[src/rtl/rrps_pkg.sv]
// rrps_pkg: shared types and constants of the round-robin process scheduler
// no dependencies

package rrps_pkg;

    localparam int          ID_W       = 8;
    localparam int          PRI_W      = 8;
    localparam int          TIME_W     = 10;
    localparam int          QUANTUM_W  = 8;
    localparam logic [TIME_W-1:0]    TIME_MAX      = 10'd1023;
    localparam logic [QUANTUM_W-1:0] QUANTUM_RESET = 8'd10;

    localparam logic MODE_LOAD     = 1'b0;
    localparam logic MODE_DISPATCH = 1'b1;

    localparam logic REG_QUANTUM    = 1'b0;
    localparam logic REG_PRIO_ORDER = 1'b1;

    typedef enum logic [2:0] {
        ST_LOADED     = 3'd0,
        ST_FULL       = 3'd1,
        ST_REJECTED   = 3'd2,
        ST_DISPATCHED = 3'd3,
        ST_EMPTY      = 3'd4
    } t_status;

    typedef enum logic [1:0] {
        OP_NOP,
        OP_INSERT,
        OP_UPDATE,
        OP_REMOVE
    } t_cell_op;

    typedef enum logic [1:0] {
        S_IDLE,
        S_READ,
        S_EXEC,
        S_OUT
    } t_state;

    typedef struct packed {
        logic [ID_W-1:0]   id;
        logic [PRI_W-1:0]  pri;
        logic [TIME_W-1:0] rem;
        logic [TIME_W-1:0] used;
    } t_entry;

endpackage

[src/rtl/rrps_cell.sv]
// rrps_cell: one slot of the process table, shifts with its neighbors
// depends on rrps_pkg

module rrps_cell #(
    parameter int  DEPTH = 8,
    parameter int  IDX   = 0,
    localparam int CW    = $clog2(DEPTH + 1)
) (
    input  logic               i_clk,
    input  rrps_pkg::t_cell_op i_op,
    input  logic [CW-1:0]      i_pos,
    input  logic [CW-1:0]      i_count,
    input  rrps_pkg::t_entry   i_new,
    input  rrps_pkg::t_entry   i_left,
    input  rrps_pkg::t_entry   i_right,
    output rrps_pkg::t_entry   o_entry,
    output logic               o_lower
);
    import rrps_pkg::*;

    localparam logic [CW-1:0] MY_IDX   = CW'(IDX);
    localparam logic [CW-1:0] NEXT_IDX = CW'(IDX + 1);

    t_entry r_entry;

    always_ff @(posedge i_clk) begin
        unique case (i_op)
            OP_INSERT: begin
                if (MY_IDX == i_pos) begin
                    r_entry <= i_new;
                end else if (MY_IDX > i_pos && MY_IDX <= i_count) begin
                    r_entry <= i_left;
                end
            end
            OP_UPDATE: begin
                if (MY_IDX == i_pos) begin
                    r_entry <= i_new;
                end
            end
            OP_REMOVE: begin
                if (MY_IDX >= i_pos && NEXT_IDX < i_count) begin
                    r_entry <= i_right;
                end
            end
            default: begin
            end
        endcase
    end

    assign o_entry = r_entry;
    // occupied slot with lower priority than the incoming one
    assign o_lower = (MY_IDX < i_count) && (r_entry.pri < i_new.pri);

endmodule

[src/rtl/round_robin_process_scheduler.sv]
// round_robin_process_scheduler: top level, control sequencer over a row of table cells
// depends on rrps_pkg and rrps_cell
//
// Each beat passes through accept, table read at the serve pointer, table update and
// result beat; the sequencer handles one beat at a time, and the row of cells inserts
// or removes an entry by shifting the slots from its position on at once in the update cycle.

module round_robin_process_scheduler #(
    parameter int  TABLE_DEPTH = 8,
    localparam int IW          = $clog2(TABLE_DEPTH),
    localparam int CW          = $clog2(TABLE_DEPTH + 1)
) (
    input  logic                           i_clk,
    input  logic                           i_rst_n,
    input  logic                           i_cfg_we,
    input  logic                           i_cfg_addr,
    input  logic [rrps_pkg::QUANTUM_W-1:0] i_cfg_wdata,
    input  logic                           i_valid,
    output logic                           o_ready,
    input  logic                           i_mode,
    input  logic [rrps_pkg::PRI_W-1:0]     i_priority_req,
    input  logic [rrps_pkg::TIME_W-1:0]    i_need_time,
    output logic                           o_valid,
    input  logic                           i_ready,
    output logic [2:0]                     o_status,
    output logic [rrps_pkg::ID_W-1:0]      o_process_id,
    output logic [rrps_pkg::TIME_W-1:0]    o_used_time,
    output logic [rrps_pkg::TIME_W-1:0]    o_remaining_time,
    output logic                           o_finished
);
    import rrps_pkg::*;

    t_state                r_state, n_state;
    logic                  r_mode;
    logic [PRI_W-1:0]      r_pri;
    logic [TIME_W-1:0]     r_need;
    logic [QUANTUM_W-1:0]  r_quantum;
    logic                  r_prio_order;
    logic [CW-1:0]         r_count, n_count;
    logic [IW-1:0]         r_ptr, n_ptr;
    logic [ID_W-1:0]       r_next_id, n_next_id;
    logic                  r_run, n_run;
    t_entry                r_rd;
    logic [IW-1:0]         r_pos;
    t_status               r_status, n_status;
    logic [ID_W-1:0]       r_pid, n_pid;
    logic [TIME_W-1:0]     r_used, n_used;
    logic [TIME_W-1:0]     r_rem, n_rem;
    logic                  r_fin, n_fin;

    t_entry                w_cell_q [TABLE_DEPTH];
    logic [TABLE_DEPTH-1:0] w_lower;
    t_cell_op              w_op;
    logic [CW-1:0]         w_pos;
    logic [CW-1:0]         w_ins_pos;
    t_entry                w_new;
    logic [IW-1:0]         w_rd_idx;
    logic [TIME_W:0]       w_sum;
    logic [TIME_W-1:0]     w_sat;
    logic [TIME_W-1:0]     w_quantum;
    logic [CW-1:0]         w_cnt_dec;
    logic [CW-1:0]         w_inc;

    // row of table cells
    for (genvar g = 0; g < TABLE_DEPTH; g++) begin : g_cell
        rrps_cell #(
            .DEPTH (TABLE_DEPTH),
            .IDX   (g)
        ) u_cell (
            .i_clk   (i_clk),
            .i_op    (w_op),
            .i_pos   (w_pos),
            .i_count (r_count),
            .i_new   (w_new),
            .i_left  ((g == 0) ? w_new : w_cell_q[(g == 0) ? 0 : g - 1]),
            .i_right ((g == TABLE_DEPTH - 1) ? w_new
                                             : w_cell_q[(g == TABLE_DEPTH - 1) ? g : g + 1]),
            .o_entry (w_cell_q[g]),
            .o_lower (w_lower[g])
        );
    end

    // next state
    always_comb begin
        n_state = r_state;
        unique case (r_state)
            S_IDLE: if (i_valid) n_state = S_READ;
            S_READ: n_state = S_EXEC;
            S_EXEC: n_state = S_OUT;
            S_OUT:  if (i_ready) n_state = S_IDLE;
            default: n_state = S_IDLE;
        endcase
    end

    // handshake outputs
    always_comb begin
        o_ready = 1'b0;
        o_valid = 1'b0;
        unique case (r_state)
            S_IDLE:  o_ready = 1'b1;
            S_OUT:   o_valid = 1'b1;
            default: begin
            end
        endcase
    end

    // first lower-priority slot, else the tail
    always_comb begin
        w_ins_pos = r_count;
        for (int i = TABLE_DEPTH - 1; i >= 0; i--) begin
            if (w_lower[i]) w_ins_pos = CW'(i);
        end
    end

    assign w_rd_idx  = (CW'(r_ptr) >= r_count) ? '0 : r_ptr;
    assign w_quantum = TIME_W'(r_quantum);
    assign w_sum     = (TIME_W + 1)'(r_rd.used) + (TIME_W + 1)'(r_quantum);
    assign w_sat     = (w_sum > (TIME_W + 1)'(TIME_MAX)) ? TIME_MAX : w_sum[TIME_W-1:0];
    assign w_cnt_dec = r_count - CW'(1);
    assign w_inc     = CW'(r_pos) + CW'(1);

    // entry written into the row: new process on load, served entry after its slice
    always_comb begin
        w_new = '{id: r_next_id, pri: r_pri, rem: r_need, used: '0};
        if (r_mode == MODE_DISPATCH) begin
            w_new = '{id: r_rd.id, pri: r_rd.pri, rem: r_rd.rem - w_quantum, used: w_sat};
        end
    end

    // table operation and result
    always_comb begin
        n_count   = r_count;
        n_ptr     = r_ptr;
        n_next_id = r_next_id;
        n_run     = r_run;
        n_status  = ST_LOADED;
        n_pid     = '0;
        n_used    = '0;
        n_rem     = '0;
        n_fin     = 1'b0;
        w_op      = OP_NOP;
        w_pos     = CW'(r_pos);
        if (r_state == S_EXEC) begin
            if (r_mode == MODE_LOAD) begin
                if (r_run) begin
                    n_status = ST_REJECTED;
                end else if (r_count == CW'(TABLE_DEPTH)) begin
                    n_status = ST_FULL;
                end else begin
                    w_op      = OP_INSERT;
                    w_pos     = r_prio_order ? w_ins_pos : r_count;
                    n_count   = r_count + CW'(1);
                    n_next_id = r_next_id + ID_W'(1);
                    n_status  = ST_LOADED;
                    n_pid     = r_next_id;
                end
            end else if (r_count == '0) begin
                n_status = ST_EMPTY;
            end else begin
                n_run    = 1'b1;
                n_status = ST_DISPATCHED;
                n_pid    = r_rd.id;
                n_used   = r_rd.used;
                n_rem    = r_rd.rem;
                if (r_rd.rem <= w_quantum) begin
                    w_op    = OP_REMOVE;
                    n_fin   = 1'b1;
                    n_count = w_cnt_dec;
                    if (w_cnt_dec == '0) begin
                        n_run = 1'b0;
                        n_ptr = '0;
                    end else if (CW'(r_pos) >= w_cnt_dec) begin
                        n_ptr = '0;
                    end else begin
                        n_ptr = r_pos;
                    end
                end else begin
                    w_op  = OP_UPDATE;
                    n_ptr = (w_inc >= r_count) ? '0 : IW'(w_inc);
                end
            end
        end
    end

    always_ff @(posedge i_clk) begin
        if (!i_rst_n) begin
            r_state      <= S_IDLE;
            r_count      <= '0;
            r_ptr        <= '0;
            r_next_id    <= '0;
            r_run        <= 1'b0;
            r_quantum    <= QUANTUM_RESET;
            r_prio_order <= 1'b0;
        end else begin
            r_state   <= n_state;
            r_count   <= n_count;
            r_ptr     <= n_ptr;
            r_next_id <= n_next_id;
            r_run     <= n_run;
            if (i_cfg_we) begin
                unique case (i_cfg_addr)
                    REG_QUANTUM:    r_quantum    <= i_cfg_wdata;
                    REG_PRIO_ORDER: r_prio_order <= i_cfg_wdata[0];
                    default: begin
                    end
                endcase
            end
        end
    end

    always_ff @(posedge i_clk) begin
        if (r_state == S_IDLE && i_valid) begin
            r_mode <= i_mode;
            r_pri  <= i_priority_req;
            r_need <= i_need_time;
        end
        if (r_state == S_READ) begin
            r_rd  <= w_cell_q[w_rd_idx];
            r_pos <= w_rd_idx;
        end
        if (r_state == S_EXEC) begin
            r_status <= n_status;
            r_pid    <= n_pid;
            r_used   <= n_used;
            r_rem    <= n_rem;
            r_fin    <= n_fin;
        end
    end

    assign o_status         = r_status;
    assign o_process_id     = r_pid;
    assign o_used_time      = r_used;
    assign o_remaining_time = r_rem;
    assign o_finished       = r_fin;

endmodule

[config.mk]
export PLATFORM = sky130hd
export DESIGN_NAME = round_robin_process_scheduler
export DESIGN_NICKNAME = d
export VERILOG_FILES = /design/src/rtl/rrps_pkg.sv /design/src/rtl/rrps_cell.sv /design/src/rtl/round_robin_process_scheduler.sv
export SDC_FILE = /design/constraint.sdc
export NUM_CORES = 1
export LEC_CHECK = 0
export BUFFER_PORTS_ARGS = -buffer_cell sky130_fd_sc_hd__buf_2
export CAP_MARGIN = 0
export CORE_MARGIN = 2
export CORE_UTILIZATION = 52
export DETAILED_ROUTE_END_ITERATION = 10
export PLACE_DENSITY = 0.72
export SLEW_MARGIN = 20
export SYNTH_ARGS = -nofsm -noshare
export SYNTH_HDL_FRONTEND = slang
export SYNTH_SLANG_ARGS = --single-unit
[constraint.sdc]
create_clock -name i_clk -period 8.5 [get_ports i_clk]
set_input_delay 2.55 -clock i_clk [delete_from_list [all_inputs] [get_ports i_clk]]
set_output_delay 2.55 -clock i_clk [all_outputs]
set_load 0.01 [all_outputs]
Yosys cells after proc, flatten, opt, wreduce, memory -nomap -nowiden:

Index checks and enable logic that the tools add are counted.
W data, S select, Z words.

* bits in registers: 405
* word-level logic and storage cells: 290

* add/subtract/negate cells: 6
* magnitude comparators: 47
* equal/unequal tests: 44
* multiplexer cells: 90
* bitwise gates (word level): 6
* reductions and logical operators: 45

Operators by type and width (number)
* $mux W36: 35
* $pmux W36 S3: 8
* $bmux W36 S3: 1
* $mux W4: 18
* $lt A8 B8 Y1: 8
* $reduce_and A4 Y1: 9
* $ne A2 B1 Y1 const B: 17
* $mux W8: 4
* $logic_and A1 B1 Y1: 25
* $ne A3 B1 Y1 const B: 8
* $mux W3: 7
* $eq A3 B4 Y1 const A: 4
* $ge A3 B4 Y1 const A: 4
* $gt A3 B4 Y1 const A: 4
* $le A3 B4 Y1 const A: 4
* $lt A3 B4 Y1 const A: 4
* $logic_not A4 Y1: 3
* $mux W2: 6
* $add A10 B8 Y11: 1
* $gt A11 B10 Y1 const B: 1
* $le A10 B8 Y1: 1
* $mux W10: 1
* $ne A2 B2 Y1 const B: 5
* $sub A10 B8 Y10: 1
* other kinds (31): 59

Depth between registers and ports, before layout:

* depth in word-level cells: 24
* mapped depth: 17

Cells and area by module:

A second synthesis with hierarchy kept.

* cell total of the unflattened synthesis: 2394
* area, all modules: 28182.0 um^2

By module, submodules not included
* round_robin_process_scheduler: instances 1, cells each 735, area each 8431.8 um^2, seq. area each 3243.1 um^2
* rrps_cell (g_cell[1].u_cell): instances 1, cells each 226, area each 2541.2 um^2, seq. area each 1081.0 um^2
* rrps_cell (g_cell[6].u_cell): instances 1, cells each 188, area each 2496.1 um^2, seq. area each 1081.0 um^2
* rrps_cell (g_cell[5].u_cell): instances 1, cells each 190, area each 2481.1 um^2, seq. area each 1081.0 um^2
* rrps_cell (g_cell[2].u_cell): instances 1, cells each 188, area each 2479.9 um^2, seq. area each 1081.0 um^2
* rrps_cell (g_cell[3].u_cell): instances 1, cells each 230, area each 2456.1 um^2, seq. area each 1081.0 um^2
* rrps_cell (g_cell[7].u_cell): instances 1, cells each 222, area each 2447.3 um^2, seq. area each 1081.0 um^2
* rrps_cell (g_cell[0].u_cell): instances 1, cells each 184, area each 2426.1 um^2, seq. area each 1081.0 um^2
* rrps_cell (g_cell[4].u_cell): instances 1, cells each 231, area each 2422.3 um^2, seq. area each 1081.0 um^2

Worst setup path before layout:

No wires, ideal clock.

* path type: reg2reg
* start point: register r_mode
* end point: register g_cell[2].u_cell.r_entry (netlist bit g_cell[2].u_cell.o_entry[0]) (enable)
* data arrival time: 6.598 ns
* required time: 8.026 ns
* setup slack: 1.428 ns
* stages on the path, launching flop included: 16
* period minus slack after synthesis: 7.072 ns
* cells stage by stage: edfxtp_1 > clkbuf_1 > buf_1 > mux2i_1 > ha_1 > and4_1 > a221oi_1 > o211ai_1 > mux2_2 > a21oi_1 > or2_0 > buf_2 > nand3_1 > clkbuf_1 > o311a_1 > nor3_1

* cells in the longest elaborated chain, start to end: 20

Ends and longest elaborated chain
* start: declaration: line round_robin_process_scheduler.sv:34 `logic r_mode;`
* start signal: assignment: line round_robin_process_scheduler.sv:213 `r_mode <= i_mode;`
* $mux W36: line round_robin_process_scheduler.sv:125 `if (r_mode == MODE_DISPATCH) begin`
* $lt A8 B8 Y1: line rrps_cell.sv:52 `assign o_lower = (MY_IDX < i_count) && (r_entry.pri < i_new.pri);`
* $logic_and A1 B1 Y1: line rrps_cell.sv:52
* $mux W4 (8 in a row): line round_robin_process_scheduler.sv:111 `if (w_lower[i]) w_ins_pos = CW'(i);`
* $mux W4: line round_robin_process_scheduler.sv:151 `w_pos = r_prio_order ? w_ins_pos : r_count;`
* $mux W4: line round_robin_process_scheduler.sv:147 `end else if (r_count == CW'(TABLE_DEPTH)) begin`
* $mux W4: line round_robin_process_scheduler.sv:145 `if (r_run) begin`
* $mux W4: line round_robin_process_scheduler.sv:144 `if (r_mode == MODE_LOAD) begin`
* $mux W4: line round_robin_process_scheduler.sv:143 `if (r_state == S_EXEC) begin`
* $gt A2 B4 Y1 / $ge A2 B4 Y1 (equally long branches): line rrps_cell.sv:31, rrps_cell.sv:41
* $logic_and A1 B1 Y1 (on tied branches): line rrps_cell.sv:31, rrps_cell.sv:41
* $ne A3 B1 Y1 (no source line) / $ne A2 B1 Y1 (equally long branches)
* $reduce_and A4 Y1 (no source line) (*)
* end signal: assignment: line rrps_cell.sv:30 `r_entry <= i_new;`
* end signal: assignment: line rrps_cell.sv:32 `r_entry <= i_left;`
* end signal: assignment: line rrps_cell.sv:37 `r_entry <= i_new;`
* end: declaration: line rrps_cell.sv:24 `t_entry r_entry;`

Mark *: on every way between the ends. The rest lies on a longest branch, timed or not.
A chain may end at the register's enable or synchronous reset.

Worst setup path after layout:

* start point: register r_mode
* end point: register g_cell[4].u_cell.r_entry (netlist bit g_cell[4].u_cell.o_entry[26]) (enable)

* cells in the longest elaborated chain, start to end: 20

Ends and longest elaborated chain (line)
* $mux W36: round_robin_process_scheduler.sv:125
* $lt A8 B8 Y1: rrps_cell.sv:52
* $logic_and A1 B1 Y1: rrps_cell.sv:52
* $mux W4 (8 in a row): round_robin_process_scheduler.sv:111
* $mux W4: round_robin_process_scheduler.sv:151
* $mux W4: round_robin_process_scheduler.sv:147
* $mux W4: round_robin_process_scheduler.sv:145
* $mux W4: round_robin_process_scheduler.sv:144
* $mux W4: round_robin_process_scheduler.sv:143
* $gt A3 B4 Y1 / $ge A3 B4 Y1 (equally long branches): rrps_cell.sv:31, rrps_cell.sv:41
* $logic_and A1 B1 Y1 (on tied branches): rrps_cell.sv:31, rrps_cell.sv:41
* $ne A3 B1 Y1 (no source line) / $ne A2 B1 Y1 (equally long branches)
* $reduce_and A4 Y1 (no source line) (*)
* end signal: assignment: rrps_cell.sv:30
* end signal: assignment: rrps_cell.sv:32
* end signal: assignment: rrps_cell.sv:37
* end: declaration: rrps_cell.sv:24

Marks and branches as above.

==> flow_summary_export.csv <==
group,metric,value,unit
run_status,outcome,"finished, final reports clean",
sta,rsz0062_at_grt,"no",
clocking,clk_pin_slew_worst_paths,60,ps
pwr,combPwrFrac,39.1,%
pwr,switchingPower,3.14,mW
clocking,cts_tree,"yes",
global_route,first_global_vias,20300,
routing,first_pass_iters,6,
clocking,cts_buffer_depth,3,
min_path,hp-class,"flip-flop to flip-flop",
worst_setup_path,required,8750,ps
global_route,track_usage,32.1,%
global_route,grt_max_degree,253,
floorplanning,die_h,225,um
logic_synthesis,synthCells,2522,
worst_setup_path,crit_arrival,6310,ps
clocking,h-tree-depth,2,
pwr,leakage,10.4,nW
flow_run,maxCapViolCount,0,
pwr,irDropWorstVdd,0.000168,V
floorplanning,pin_count,67,
routing,routed_wl,83300,um
logic_synthesis,yosysTopAreaCell,"edfxtp_1",
clocking,hold_buffers,0,
clocking,post_cts_buffers,0,
placed_design,io_buffers,66,
routing,via_count,21900,
logic_synthesis,synthTopCellsByArea,"edfxtp_1 45%, mux2i_1 4.6%, ha_1 4.5%",
global_route,grt_overflow,0,
routing,drcViolationCount,0,
floorplanning,initial_utilization,52.4,%
routing,wl_per_cell,26.6,um
floorplanning,rows,81,
cells_and_area,syn2layout_area_growth,9.27,%
global_route,antenna_found_initial,2,
placed_design,hpwl,50300,um
routing,vias_per_cell,7.00,
floorplanning,die_area,0.0508,mm2
sta,max_freq,165,MHz
logic_synthesis,async_flop_share,0,%
logic_synthesis,syn_nets,2649,
cells_and_area,fin_util,57.2,%
clocking,clkLatencyLatePin,600,ps
logic_synthesis,ys_ff_latch,405,
clocking,cts_made_buffers,46,
logic_synthesis,syn-cell-area,0.0255,mm2
sta,fin_setup_tns,0,ps
sta,slew_headroom,21.7,%
logic_synthesis,yosysTopAreaCellShare,44.5,%
pwr,powerDensity,286,mW/mm2
routing,ant_nets,0,
pwr,p_int,4.83,mW
global_route,grt_first_pass_wirelength,124000,um
logic_synthesis,syn_area_per_cell,10.1,um2
floorplanning,core,0.0486,mm2
cells_and_area,layout.nets,2600,
sta,hold_violations,0,
routing,drt-initial-drc-count,3038,
clocking,ctsRootBufferMaster,"clkbuf_16",
cells_and_area,drive_above_1_share,12.7,%
placed_design,gp_congestion,0.904,
logic_synthesis,ys_types,71,
pwr,sw_frac_of_total,39.4,%
clocking,clock-sinks,405,
sta,finalCritPeriodShare,71.3,%
logic_synthesis,synth-edff-count,378,
pwr,clkPwrFrac,26.1,%
sta,worst_pin_slew,1180,ps
worst_setup_path,critPathKind,"flip-flop to flip-flop",
sta,setup_violations,0,
worst_setup_path,crit_path_start_kind,"flip-flop",
sta,fin_skew,20.5,ps
logic_synthesis,yosysWarnings,0,
sta,fin_crit,6060,ps
worst_setup_path,cp_max_fo,47,
pwr,pwr-share-seq,34.8,%
logic_synthesis,synth_ff_type,"edfxtp_1",
logic_synthesis,yosysSeqAreaShare,46.7,%
sta,finalMaxSlewViolations,0,
clocking,cts_resized,0,
floorplanning,die_w,225,um
worst_setup_path,endpoint_kind,"flip-flop",
[flip-flops by register name (all words and copies together) (netlist names), 2 cells and up]
| name | count |
|---|---|
| g_cell.u_cell.o_entry | 288 |
| r_rd | 36 |
| o_remaining_time | 10 |
| o_used_time | 10 |
| r_need | 10 |
| o_process_id | 8 |
| r_next_id | 8 |
| r_pri | 8 |
| r_quantum | 8 |
| r_count | 4 |
| o_status | 3 |
| r_pos | 3 |
| r_ptr | 3 |
| r_state | 2 |
[Yosys cell counts (11+ instances only)]
cell / instances
mux2_1: 20
o32ai_1: 11
nand3_1: 120
nor3_1: 27
xnor2_1: 16
a21oi_1: 170
o21a_1: 22
edfxtp_1: 378
nand2_1: 217
o221ai_1: 125
inv_1: 37
a21o_1: 15
clkbuf_1: 165
buf_2: 13
and2_1: 54
nand2b_1: 21
and3_1: 68
mux2i_1: 117
nor2_1: 164
dfxtp_1: 27
ha_1: 92
a21boi_0: 17
nor2b_1: 11
buf_1: 23
o21ai_0: 230
a211oi_1: 20
mux2_2: 97
o211ai_1: 100
[logic make-up (layout without fill, tap and decap cells)]
group / Yosys count / count (layout) / share of synthesized area (%)
compound gates: 793 / 793 / 20.7
simple gates: 727 / 727 / 13.6
flops: 405 / 405 / 46.7
buf+inv: 249 / 237 / 3.92
mux: 234 / 234 / 9.77
fa+ha+maj: 94 / 94 / 4.67
xor+xnor: 20 / 20 / 0.687
other cells: 0 / 1 / 0
[power groups by stage]
stage                     sequential, mW  combinational (mW)  clock, mW
after floorplan                     2.74                2.09          0
final                               2.78                3.12       2.08
after global routing                2.79                3.36       2.16
after global placement              2.80                2.93          0
after CTS                           2.76                3.04       2.08
after detailed placement            2.80                3.02          0
[stage by stage]
| stage | power [mW] | setup WS (ps) | hold slack, ps | instance area (um2) | instances |
|---|---|---|---|---|---|
| floorplan | 4.84 | 1430 | 461 | 25500 | 2522 |
| global placement | 5.73 | 2640 | 496 | 26300 | 3046 |
| detailed placement | 5.82 | 2550 | 510 | 26300 | 3047 |
| CTS | 7.89 | 2480 | 517 | 27800 | 3132 |
| global route | 8.31 | 2210 | 548 | 27800 | 3132 |
| finish | 7.97 | 2440 | 513 | 27800 | 3133 |
[layout by cell type (no fill, tap or decap), types with 11 or more instances in the layout]
master / synthesis / routed
and3_1: 68 / 65
buf_4: 7 / 45
a21boi_0: 17 / 17
nand2_1: 217 / 214
o21a_1: 22 / 22
o21ai_0: 230 / 229
and2_1: 54 / 53
a21oi_1: 170 / 170
nor3_1: 27 / 25
o211ai_1: 100 / 100
o221ai_1: 125 / 125
inv_1: 37 / 37
clkbuf_16: 0 / 47
nand2b_1: 21 / 21
nor2b_1: 11 / 11
nor2_1: 164 / 161
a21o_1: 15 / 15
dfxtp_1: 27 / 24
mux2_2: 97 / 97
a211oi_1: 20 / 19
edfxtp_1: 378 / 378
mux2i_1: 117 / 117
o32ai_1: 11 / 11
buf_2: 13 / 66
ha_1: 92 / 90
nand3_1: 120 / 114
xnor2_1: 16 / 16
mux2_1: 20 / 20
[worst paths after layout]
| kind | startpoint | to | slack, ps | cells past startpoint |
|---|---|---|---|---|
| max reg2reg | r_mode | g_cell[4].u_cell.o_entry[26] | 2440 | 15 |
| min reg2reg | r_next_id[1] | r_next_id[1] | 510 | 2 |
| min | r_next_id[1] | r_next_id[1] | 510 | 2 |
| max | r_mode | g_cell[4].u_cell.o_entry[26] | 2440 | 15 |
[area by class of cell]
cell class | count | area, um2
well taps | 622 | 778
fillers | 4018 | 20800
clock inverters | 27 | 292
repair buffers | 114 | 719
multi-input cells | 1868 | 12800
clock buffers | 58 | 1260
diodes | 1 | 2.50
inverters | 38 | 143
flip-flops and latches | 405 | 11900
[worst max-delay path, cell delays in order, from the launching register on]
cell and delay (ps):
edfxtp_1 340, buf_4 340, mux2_2 430, inv_1 390, ha_1 240, and4_1 230
nand2_1 60, o311ai_1 570, nand3_1 200, o31a_1 390, o32ai_4 480, nor3_4 90
buf_4 400, or4b_1 590, nand3_2 440, buf_4 450
[routing by layer]
metal  wire, um  global-route usage, %  vias to the layer above
met4       3020                   12.2                        0
met3       9950                   5.41                      227
met1      33300                   45.0                    10600
met2      37000                   50.0                     1496
li1           -                      -                     9625
met5          0                      0                        -
(Power assumes the default switching activity.)
